$ cat src/rtl/core/cdad_pkg.sv
// Package with the types, constants and calendar functions of the date adder.
`default_nettype none
package cdad_pkg;

   localparam int unsigned DayWidth   = 5;
   localparam int unsigned MonthWidth = 4;
   localparam int unsigned YearWidth  = 7;
   localparam int unsigned CentWidth  = 5;
   localparam int unsigned OrdWidth   = 9;
   localparam int unsigned AddWidth   = 16;
   localparam int unsigned PcWidth    = 3;

   localparam logic [AddWidth-1:0]   DefaultDays = 16'd7168;
   localparam logic [YearWidth-1:0]  LastYy      = 7'd99;
   localparam logic [YearWidth-1:0]  YyWrap      = 7'd100;
   localparam logic [CentWidth-1:0]  Cent19      = 5'd19;
   localparam logic [CentWidth-1:0]  Cent20      = 5'd20;
   localparam logic [CentWidth-1:0]  Cent21      = 5'd21;
   localparam logic [MonthWidth-1:0] LastMonth   = 4'd12;
   localparam logic [MonthWidth-1:0] February    = 4'd2;
   localparam logic [OrdWidth-1:0]   LeapLen     = 9'd366;
   localparam logic [OrdWidth-1:0]   PlainLen    = 9'd365;

   typedef enum logic [2:0] {
      OP_IDLE   = 3'd0,
      OP_LOAD   = 3'd1,
      OP_FIT    = 3'd2,
      OP_ZERO   = 3'd3,
      OP_SETLEN = 3'd4,
      OP_YEAR   = 3'd5,
      OP_MONTH  = 3'd6,
      OP_DONE   = 3'd7
   } op_type;

   localparam logic [PcWidth-1:0] StepIdle   = 3'd0;
   localparam logic [PcWidth-1:0] StepLoad   = 3'd1;
   localparam logic [PcWidth-1:0] StepFit    = 3'd2;
   localparam logic [PcWidth-1:0] StepZero   = 3'd3;
   localparam logic [PcWidth-1:0] StepSetlen = 3'd4;
   localparam logic [PcWidth-1:0] StepYear   = 3'd5;
   localparam logic [PcWidth-1:0] StepMonth  = 3'd6;
   localparam logic [PcWidth-1:0] StepDone   = 3'd7;

   typedef struct packed {
      op_type             op;
      logic [PcWidth-1:0] jmp;
      logic [PcWidth-1:0] nxt;
   } ctrl_word_type;

   function automatic ctrl_word_type microcode(input logic [PcWidth-1:0] pc);
      ctrl_word_type w;
      unique case (pc)
         StepIdle:   w = '{OP_IDLE,   StepLoad,  StepIdle};
         StepLoad:   w = '{OP_LOAD,   StepDone,  StepFit};
         StepFit:    w = '{OP_FIT,    StepYear,  StepZero};
         StepZero:   w = '{OP_ZERO,   StepMonth, StepSetlen};
         StepSetlen: w = '{OP_SETLEN, StepMonth, StepMonth};
         StepYear:   w = '{OP_YEAR,   StepYear,  StepMonth};
         StepMonth:  w = '{OP_MONTH,  StepMonth, StepDone};
         default:    w = '{OP_DONE,   StepIdle,  StepDone};
      endcase
      return w;
   endfunction

   function automatic logic is_leap(input logic [YearWidth-1:0] yy,
                                    input logic [CentWidth-1:0] cc);
      return (yy[1:0] == 2'b00) && ((yy != '0) || (cc[1:0] == 2'b00));
   endfunction

   function automatic logic [OrdWidth-1:0] year_len(input logic [YearWidth-1:0] yy,
                                                    input logic [CentWidth-1:0] cc);
      return is_leap(yy, cc) ? LeapLen : PlainLen;
   endfunction

   function automatic logic [OrdWidth-1:0] days_before(input logic [MonthWidth-1:0] m);
      logic [OrdWidth-1:0] d;
      unique case (m)
         4'd2:    d = 9'd31;
         4'd3:    d = 9'd59;
         4'd4:    d = 9'd90;
         4'd5:    d = 9'd120;
         4'd6:    d = 9'd151;
         4'd7:    d = 9'd181;
         4'd8:    d = 9'd212;
         4'd9:    d = 9'd243;
         4'd10:   d = 9'd273;
         4'd11:   d = 9'd304;
         4'd12:   d = 9'd334;
         default: d = 9'd0;
      endcase
      return d;
   endfunction

   function automatic logic [DayWidth:0] month_len(input logic [MonthWidth-1:0] m,
                                                   input logic leap);
      logic [DayWidth:0] d;
      unique case (m)
         4'd2:                      d = leap ? 6'd29 : 6'd28;
         4'd4, 4'd6, 4'd9, 4'd11:   d = 6'd30;
         default:                   d = 6'd31;
      endcase
      return d;
   endfunction

endpackage
`default_nettype wire

$ cat src/rtl/core/calendar_date_add_days.sv
// Top level of the date adder: a microcoded sequencer over a small date datapath.
// An empty date goes from load straight to done; otherwise the sequencer fits the offset
// into the current year, then walks whole years and months until the date is reached.
// Throughput: one item at a time; the next item is taken at the edge after its result
// enters the output register, which holds it until the result side takes it.
// Synchronous active-high reset clears the sequencer and output valid; offset 7168.
`default_nettype none
module calendar_date_add_days
   import cdad_pkg::*;
(
   input  wire logic        clock,
   input  wire logic        reset,
   input  wire logic        csr_valid,
   output logic             csr_ready,
   input  wire logic [15:0] csr_data,
   input  wire logic        req_tvalid,
   output logic             req_tready,
   input  wire logic [15:0] req_tdata,   // in_day[4:0], in_month[8:5], in_year[15:9]
   output logic             rsp_tvalid,
   input  wire logic        rsp_tready,
   output logic [15:0]      rsp_tdata,   // out_day[4:0], out_month[8:5], out_year[15:9]
   output logic [0:0]       rsp_tuser    // date_empty[0]
);

   logic [AddWidth-1:0]   days_ff;
   logic [PcWidth-1:0]    pc_ff, pc_in;
   logic [DayWidth-1:0]   day_ff, day_in;
   logic [MonthWidth-1:0] mon_ff, mon_in;
   logic [YearWidth-1:0]  yy_ff, yy_in;
   logic [CentWidth-1:0]  cc_ff, cc_in;
   logic                  empty_ff, empty_in;
   logic [OrdWidth-1:0]   ord_ff, ord_in;
   logic [AddWidth-1:0]   left_ff, left_in;
   logic [MonthWidth-1:0] m_ff, m_in;
   logic                  rvalid_ff, rvalid_in;
   logic [15:0]           rdata_ff, rdata_in;
   logic                  rempty_ff, rempty_in;

   ctrl_word_type         cw;
   logic                  cond;
   logic                  leap;
   logic [OrdWidth-1:0]   ylen;
   logic [OrdWidth-1:0]   rem;
   logic [DayWidth:0]     mlen;
   logic [YearWidth-1:0]  yy_inc, yy_dec;
   logic [CentWidth-1:0]  cc_inc, cc_dec;
   logic [MonthWidth-1:0] req_mon;
   logic [YearWidth-1:0]  req_yy;

   assign csr_ready  = 1'b1;
   assign req_tready = (pc_ff == StepIdle);
   assign rsp_tvalid = rvalid_ff;
   assign rsp_tdata  = rdata_ff;
   assign rsp_tuser  = rempty_ff;

   assign cw   = microcode(pc_ff);
   assign leap = is_leap(yy_ff, cc_ff);
   assign ylen = year_len(yy_ff, cc_ff);
   assign rem  = ylen - ord_ff;
   assign mlen = month_len(m_ff, leap);

   assign yy_inc = (yy_ff == LastYy) ? '0 : yy_ff + 7'd1;
   assign cc_inc = (yy_ff == LastYy) ? cc_ff + 5'd1 : cc_ff;
   assign yy_dec = (yy_ff == '0) ? LastYy : yy_ff - 7'd1;
   assign cc_dec = (yy_ff == '0) ? cc_ff - 5'd1 : cc_ff;

   assign req_mon = req_tdata[8:5];
   assign req_yy  = req_tdata[15:9];

   always_comb begin
      cond      = 1'b0;
      day_in    = day_ff;
      mon_in    = mon_ff;
      yy_in     = yy_ff;
      cc_in     = cc_ff;
      empty_in  = empty_ff;
      ord_in    = ord_ff;
      left_in   = left_ff;
      m_in      = m_ff;
      rvalid_in = rvalid_ff && !rsp_tready;
      rdata_in  = rdata_ff;
      rempty_in = rempty_ff;
      unique case (cw.op)
         OP_IDLE: begin
            cond     = req_tvalid;
            day_in   = req_tdata[4:0];
            mon_in   = (req_mon > LastMonth) ? LastMonth : req_mon;
            empty_in = (req_mon == '0);
            m_in     = 4'd1;
            if (req_yy == LastYy) begin
               yy_in = LastYy;
               cc_in = Cent19;
            end else if (req_yy >= YyWrap) begin
               yy_in = req_yy - YyWrap;
               cc_in = Cent21;
            end else begin
               yy_in = req_yy;
               cc_in = Cent20;
            end
         end
         OP_LOAD: begin
            cond    = empty_ff;
            left_in = days_ff;
            ord_in  = days_before(mon_ff) + {4'd0, day_ff}
                    + {8'd0, (mon_ff > February) && leap};
         end
         OP_FIT: begin
            cond = (left_ff > {7'd0, rem});
            if (cond) begin
               left_in = left_ff - {7'd0, rem};
               yy_in   = yy_inc;
               cc_in   = cc_inc;
            end else begin
               ord_in = ord_ff + left_ff[OrdWidth-1:0];
            end
         end
         OP_ZERO: begin
            cond = (ord_ff != '0);
            if (!cond) begin
               yy_in = yy_dec;
               cc_in = cc_dec;
            end
         end
         OP_SETLEN: begin
            ord_in = ylen;
         end
         OP_YEAR: begin
            cond = (left_ff > {7'd0, ylen});
            if (cond) begin
               left_in = left_ff - {7'd0, ylen};
               yy_in   = yy_inc;
               cc_in   = cc_inc;
            end else begin
               ord_in = left_ff[OrdWidth-1:0];
            end
         end
         OP_MONTH: begin
            cond = (m_ff < LastMonth) && (ord_ff > {3'd0, mlen});
            if (cond) begin
               ord_in = ord_ff - {3'd0, mlen};
               m_in   = m_ff + 4'd1;
            end
         end
         OP_DONE: begin
            cond = !rvalid_ff || rsp_tready;
            if (cond) begin
               rvalid_in = 1'b1;
               rempty_in = empty_ff;
               rdata_in  = empty_ff ? '0 : {yy_ff, m_ff, ord_ff[DayWidth-1:0]};
            end
         end
         default: begin
            cond = 1'b0;
         end
      endcase
      pc_in = cond ? cw.jmp : cw.nxt;
   end

   always_ff @(posedge clock) begin
      if (reset) begin
         days_ff   <= DefaultDays;
         pc_ff     <= StepIdle;
         rvalid_ff <= 1'b0;
      end else begin
         if (csr_valid && csr_ready) begin
            days_ff <= csr_data;
         end
         pc_ff     <= pc_in;
         rvalid_ff <= rvalid_in;
      end
   end

   always_ff @(posedge clock) begin
      day_ff    <= day_in;
      mon_ff    <= mon_in;
      yy_ff     <= yy_in;
      cc_ff     <= cc_in;
      empty_ff  <= empty_in;
      ord_ff    <= ord_in;
      left_ff   <= left_in;
      m_ff      <= m_in;
      rdata_ff  <= rdata_in;
      rempty_ff <= rempty_in;
   end

endmodule
`default_nettype wire

$ cat config.mk
export PLATFORM = sky130hd
export DESIGN_NAME = calendar_date_add_days
export DESIGN_NICKNAME = d
export VERILOG_FILES = /design/src/rtl/core/cdad_pkg.sv /design/src/rtl/core/calendar_date_add_days.sv
export SDC_FILE = /design/constraint.sdc
export NUM_CORES = 1
export LEC_CHECK = 0
export ABC_AREA = 1
export BUFFER_PORTS_ARGS = -buffer_cell sky130_fd_sc_hd__clkbuf_2
export CAP_MARGIN = 20
export CORE_MARGIN = 2
export CORE_UTILIZATION = 50
export DETAILED_ROUTE_END_ITERATION = 16
export PLACE_DENSITY = 0.72
export SYNTH_ARGS = -nofsm -noshare
export SYNTH_HDL_FRONTEND = slang
export SYNTH_SLANG_ARGS = --single-unit
$ cat constraint.sdc
create_clock -name clock -period 6.45 [get_ports clock]
set_input_delay 1.29 -clock clock [delete_from_list [all_inputs] [get_ports clock]]
set_output_delay 1.29 -clock clock [all_outputs]
set_load 0.01 [all_outputs]
[Word level (Yosys, flattened, before mapping)]
Memories as Yosys holds them, arrays and structs flattened. A register that Yosys moved wholly into a read port is not among the register bits.
Index checks and enable logic that the tools add are counted.
Operators by class
  $add $sub $neg: 13
  order comparisons: 7
  equality and inequality tests: 27
  multiplexer cells: 36
  reduce and logical (&&, ||, !) cells: 27
Operator list (number)
  9-bit one-hot mux with 7 select lines: 1
  7-bit two-way mux: 7
  16-bit one-hot mux with 3 select lines: 1
  9-bit one-hot mux with 5 select lines: 1
  9-bit two-way mux: 4
  16-bit by 9-bit > comparator with 1-bit output: 2
  16-bit two-way mux: 2
  16-bit by 9-bit subtractor with 16-bit output: 2
  7-bit one-hot mux with 4 select lines: 1
  5-bit two-way mux: 5
  3-bit equality test, second input constant: 7
  5-bit one-hot mux with 4 select lines: 1
  7-bit equality test, second input constant: 2
  2-bit inequality test, second input constant: 7
  3-bit by 2-bit equality test with 1-bit output, second input constant: 4
  4-bit two-way mux: 3
  9-bit by 1-bit adder with 9-bit output: 1
  9-bit by 5-bit adder with 9-bit output: 1
  9-bit adder: 1
  9-bit by 6-bit > comparator with 1-bit output: 1
  9-bit nonzero test: 1
  9-bit by 6-bit subtractor with 9-bit output: 1
  9-bit subtractor: 1
  4-bit by 3-bit equality test with 1-bit output, second input constant: 2
  36 further kinds: 51
Word-level totals
  flip-flop bits (word level): 88
  ROM bits: 144
  input port bits: 37
  output and inout bits: 20
  logic and storage cells: 124
  memories: 1
Memories
  (name not given): words 16, bits a word 9, rd ports 1, clocked after Yosys merged registers in 1, write ports 0, RTL line cdad_pkg.sv:77  | unique case (m)

[Longest topological paths before layout]
  word-level depth: 9
  depth in mapped cells: 24
  mapped depth without buffers: 24

[Worst setup path before layout]
Ideal clock, no wire load.
  path kind: flip-flop to flip-flop
  start: register yy_ff[0]
  end: register ord_ff[0], enable pin
  setup time: 399 ps
  data arrival time: 4409 ps
  data required time: 6051 ps
  path slack: 1642 ps
  stages on the path, launching flop included: 23
  buffers on the path: 0
  period minus slack after synthesis: 4808 ps
  cells stage by stage: edfxtp_1 > inv_1 > ha_1 > nand4_1 > nor2_1 > nand2_1 > nand2_1 > inv_1 > ha_1 > a211o_1 > o21ai_0 > nand3_1 > xor2_1 > ha_1 > nand2_1 > inv_1 > a21oi_1 > nand2_1 > nand2_1 > nand2_1 > nand3_1 > nand2_1 > nor4_1
On the way
  longest elaborated chain between the ends: 9
  elaborated cells between the ends (all ways): 16
  those cells by class: add/sub: 1; order compare: 3; eq/ne: 3; mux: 3; reduce/logical: 6
Ends and longest elaborated chain
  start, declared: RTL line calendar_date_add_days.sv:29  | logic [YearWidth-1:0] yy_ff, yy_in;
  start signal, assigned: RTL line calendar_date_add_days.sv:176  | yy_ff <= yy_in;
  7-bit nonzero test: RTL line cdad_pkg.sv:67  | return (yy[1:0] == 2'b00) && ((yy != '0) || (cc[1:0] == 2'b00));
  1-bit logical OR: RTL line cdad_pkg.sv:67
  1-bit logical AND *: RTL line cdad_pkg.sv:67
  parallel branches: the longest is 5 deep, another holds 16-bit by 9-bit > comparator with 1-bit output
  4-bit AND reduction (no source line) *
  end signal, assigned: RTL line calendar_date_add_days.sv:179  | ord_ff <= ord_in;
  end, declared: RTL line calendar_date_add_days.sv:32  | logic [OrdWidth-1:0] ord_ff, ord_in;
Mark *: on every way between the ends.
A chain may end at the register's enable or synchronous reset.

[Final worst setup path]
  start: register yy_ff[0]
  end: register yy_ff[0], enable pin
On the way
  longest elaborated chain between the ends: 8
  elaborated cells between the ends (all ways): 11
  those cells by class: add/sub: 1; order compare: 2; eq/ne: 2; mux: 1; reduce/logical: 5
Ends and longest elaborated chain
  7-bit nonzero test: RTL line cdad_pkg.sv:67
  1-bit logical OR: RTL line cdad_pkg.sv:67
  1-bit logical AND *: RTL line cdad_pkg.sv:67
  2-bit two-way mux *: RTL line cdad_pkg.sv:72  | return is_leap(yy, cc) ? LeapLen : PlainLen;
  9-bit subtractor: RTL line calendar_date_add_days.sv:59  | assign rem = ylen - ord_ff;
  16-bit by 9-bit > comparator with 1-bit output: RTL line calendar_date_add_days.sv:108  | cond = (left_ff > {7'd0, rem});
  2-bit inequality test (no source line)
  4-bit AND reduction (no source line) *
Every way passes the cells marked *; elsewhere a longest branch is shown, timed or not.

==> impl_metrics.csv <==
group,metric,value,unit
placed_design,dp.cells,1066,
drt,wl,16000,um
final_layout,final_nets,993,
pwr,irDropWorstVdd,290,uV
timing,rsz0062_at_grt,"no",
drt,drt_iter0_markers,620,
timing,maxSlewHeadroom,43.3,%
final_layout,utilization,57.4,%
drt,via_count,5866,
synth,synth_fa_ha_area_share,10.5,%
setup_path,setup.worst_path.end_class,"register",
worst_hold_path,hold_path.startpoint,"days_ff[11]",
clock_tree,clock_latency,0.35,ns
clock_tree,cts.path.max_buffers,2,
final_layout,design_area,7310,um^2
clock_tree,htreeDepth,3,
setup_path,worst_setup_path_start_kind,"register",
clock_tree,clkTransAtPathRegs,0.06,ns
final_layout,seqCellArea,2530,um^2
timing,clock_skew,0.00936,ns
clock_tree,clock_sinks,94,
timing,tightest_slew,0.848,ns
final_layout,final_cells,1082,
timing,setup-violations-final,0,
timing,final_hold_viol_count,0,
floorplan,core_area,12700,um^2
clock_tree,postCtsHoldBufs,0,
setup_path,timing.rr.end,"yy_ff[0]",
setup_path,critPathMaxFanout,7,
synth,synth_compound_area_share,13.6,%
drt,ant_nets,0,
placed_design,dpl_cell_area,7030,um^2
synth,ys_seq_elements,94,
synth,synth-simple-area-share,26.0,%
final_layout,fill_cells,1215,
final_layout,syn2layout_area_growth,10.9,%
placed_design,io_buffers,55,
setup_path,path_class,"register to register",
synth,netlist_area,6590,um^2
timing,fin_crit_sh,73.9,%
pwr,power.leakage,0.00341,uW
synth,seq_area_frac_synth,38.4,%
final_layout,layout_commonest_cell,"nand2_1",
clock_tree,cts_made_buffers,9,
final_layout,layout_common_cells,"nand2_1 (173), inv_1 (111), nor2_1 (90)",
drt,dr.pass1.iters,5,
global_route,grt_pass1_wl,26900,um
pwr,finalPower,3970,uW
global_route,grt_use_total,23.7,%
synth,synth_fp_nets,938,
drt,vias_per_cell,5.42,
setup_path,r2r_cells,23,
floorplan,die_h,119,um
synth,syn_inst,850,
floorplan,initial_utilization,51.8,%
final_layout,antenna_cells,0,
timing,timing.setup.tns,0,ns
pwr,p_per_area,543,nW/um^2
synth,synth_top_family_by_area,"simple AND/OR/NAND/NOR gates",
global_route,grt_pass1_vias,5530,
timing,period_needed,4.77,ns
job,max_cap_violations,0,
global_route,grt_max_degree,23,
setup_path,reg2reg_from,"yy_ff[0]",
final_layout,drive_gt1_share,11.8,%
clock_tree,cts_root_buf,"clkbuf_16",
global_route,grt_overflow,0,
clock_tree,cts_tree,"yes",
setup_path,worstPathArrival,4.75,ns
synth,yosys_warnings,0,
setup_path,cp.required,6.43,ns
synth,synth-xor-area-share,3.32,%
synth,postSynthAreaPerCell,7.75,um^2
synth,synth_mux_area_share,0,%
global_route,antenna_found_initial,0,
synth,synth_cell_types,45,
clock_tree,ctsResizeCount,0,
floorplan,chipWidth,119,um
outcome,status,"finished, final reports clean",
worst_hold_path,whs_path_depth,2,
timing,fmax,0.210,GHz
drt,drc,0,
clock_tree,postCtsSetupBuffers,0,
setup_path,critPathLaunch,"yy_ff[0]",
worst_hold_path,hold_path_class,"register to register",
floorplan,rows,41,
final_layout,multi_input_area,3520,um^2
placed_design,place_congestion,0.930,
floorplan,die_area,14100,um^2
setup_path,r2r_slack,1.68,ns
placed_design,post-dp-hpwl,12500,um
floorplan,pin_count,57,
drt,avgRoutedWirePerCell,14.8,um
worst_hold_path,min_to,"days_ff[11]",
timing,final_max_slew_viol_count,0,
[state kept, by name, indices dropped and copies added (netlist names), named ones only]
signal / cells
cc_ff: 2
day_ff: 5
days_ff: 16
empty_ff: 1
left_ff: 16
m_ff: 4
mon_ff: 4
ord_ff: 9
pc_ff: 3
rsp_tdata: 16
rsp_tuser: 1
rsp_tvalid: 1
yy_ff: 7
[worst max-delay path, cell delays in order (launching register included)]
cell and delay (ns):
edfxtp_1 0.43, inv_1 0.14, ha_1 0.24, nand4_1 0.15, nor2_1 0.24, nand2_1 0.08, nand2_1 0.25, inv_1 0.18
ha_1 0.30, a211o_1 0.32, o21ai_0 0.27, nand3_1 0.13, xor2_1 0.17, ha_1 0.36, nand2_1 0.10, nor2_1 0.10
nand2_1 0.06, nand2_1 0.09, nand2_1 0.06, nand2_1 0.07, nand2_1 0.05, nand2_1 0.05, nand2_1 0.11, nor2_1 0.45
[final cells by class]
cell class                 instances  share of cell area (%)
clock buffer                      11                    3.32
clock inverter                     5                   0.445
inverter                         121                    6.22
multi-input combinational        620                    48.2
sequential                        94                    34.7
tap                              172                    2.95
timing repair buffer              59                    4.18
[routing by layer]
layer / vias up / track usage [%] / share of wire [%]
li1: 2978 / - / -
met1: 2627 / 33.7 / 47
met2: 236 / 35.8 / 43
met3: 25 / 4.58 / 8.2
met4: 0 / 8.93 / 2.0
met5: - / 0 / 0
[how the worst max path moves through the flow]
stage           endpoint  slack (ns)  cells after the start
6_report        yy_ff[0]        1.68                     23
3_5_place_dp    yy_ff[3]        1.73                     23
3_3_place_gp    yy_ff[6]        1.87                     23
4_1_cts         yy_ff[0]        1.71                     23
5_1_grt         yy_ff[2]        1.18                     23
2_1_floorplan  ord_ff[0]        1.64                     22
[cell usage after synthesis]
library cell / number / share of area, %
a211o_1: 1 / 0.13
a21boi_0: 3 / 0.34
a21o_1: 1 / 0.11
a21oi_1: 51 / 3.9
a22oi_1: 2 / 0.23
a31oi_1: 2 / 0.19
a32oi_1: 2 / 0.27
buf_2: 2 / 0.15
buf_4: 1 / 0.11
buf_6: 2 / 0.34
clkbuf_1: 10 / 0.57
conb_1: 1 / 0.057
dfxtp_1: 29 / 8.8
edfxtp_1: 65 / 30
fa_1: 7 / 2.1
ha_1: 44 / 8.4
inv_1: 110 / 6.3
inv_2: 11 / 0.63
nand2_1: 173 / 9.9
nand2_2: 4 / 0.38
nand3_1: 78 / 5.9
nand4_1: 15 / 1.4
nor2_1: 90 / 5.1
nor2_2: 5 / 0.47
nor2_4: 3 / 0.51
nor2_8: 1 / 0.30
nor3_1: 11 / 0.84
nor3b_1: 1 / 0.11
nor4_1: 2 / 0.19
nor4_2: 1 / 0.19
o2111ai_1: 7 / 0.93
o211ai_1: 7 / 0.80
o21a_1: 1 / 0.11
o21ai_0: 57 / 4.3
o21ai_1: 3 / 0.23
o21ai_2: 1 / 0.13
o21ai_4: 2 / 0.49
o21bai_1: 4 / 0.46
o221ai_1: 6 / 0.80
o22ai_1: 1 / 0.095
o31ai_1: 1 / 0.11
or2_0: 1 / 0.095
or2_2: 6 / 0.57
xnor2_1: 6 / 0.80
xor2_1: 19 / 2.5
[metrics by stage]
stage               hold slack, ns  setup slack, ns
finish                       0.460             1.68
global route                 0.504             1.18
CTS                          0.462             1.71
detailed placement           0.445             1.73
global placement             0.441             1.87
floorplan                    0.424             1.64
[cells by family after synthesis]
family                   count (synthesis)
AND/OR/NAND/NOR                        391
adder cells (fa/ha/maj)                 51
AO/OA/AOI/OAI                          152
flip-flops                              94
other                                    1
buffers and inverters                  136
XOR/XNOR                                25
[power breakdown]
group / switching [uW] / total [uW] / internal, uW
sequential: 220 / 1170 / 950
combinational: 1500 / 2290 / 794
clock: 233 / 506 / 273
(Power assumes the default switching activity.)
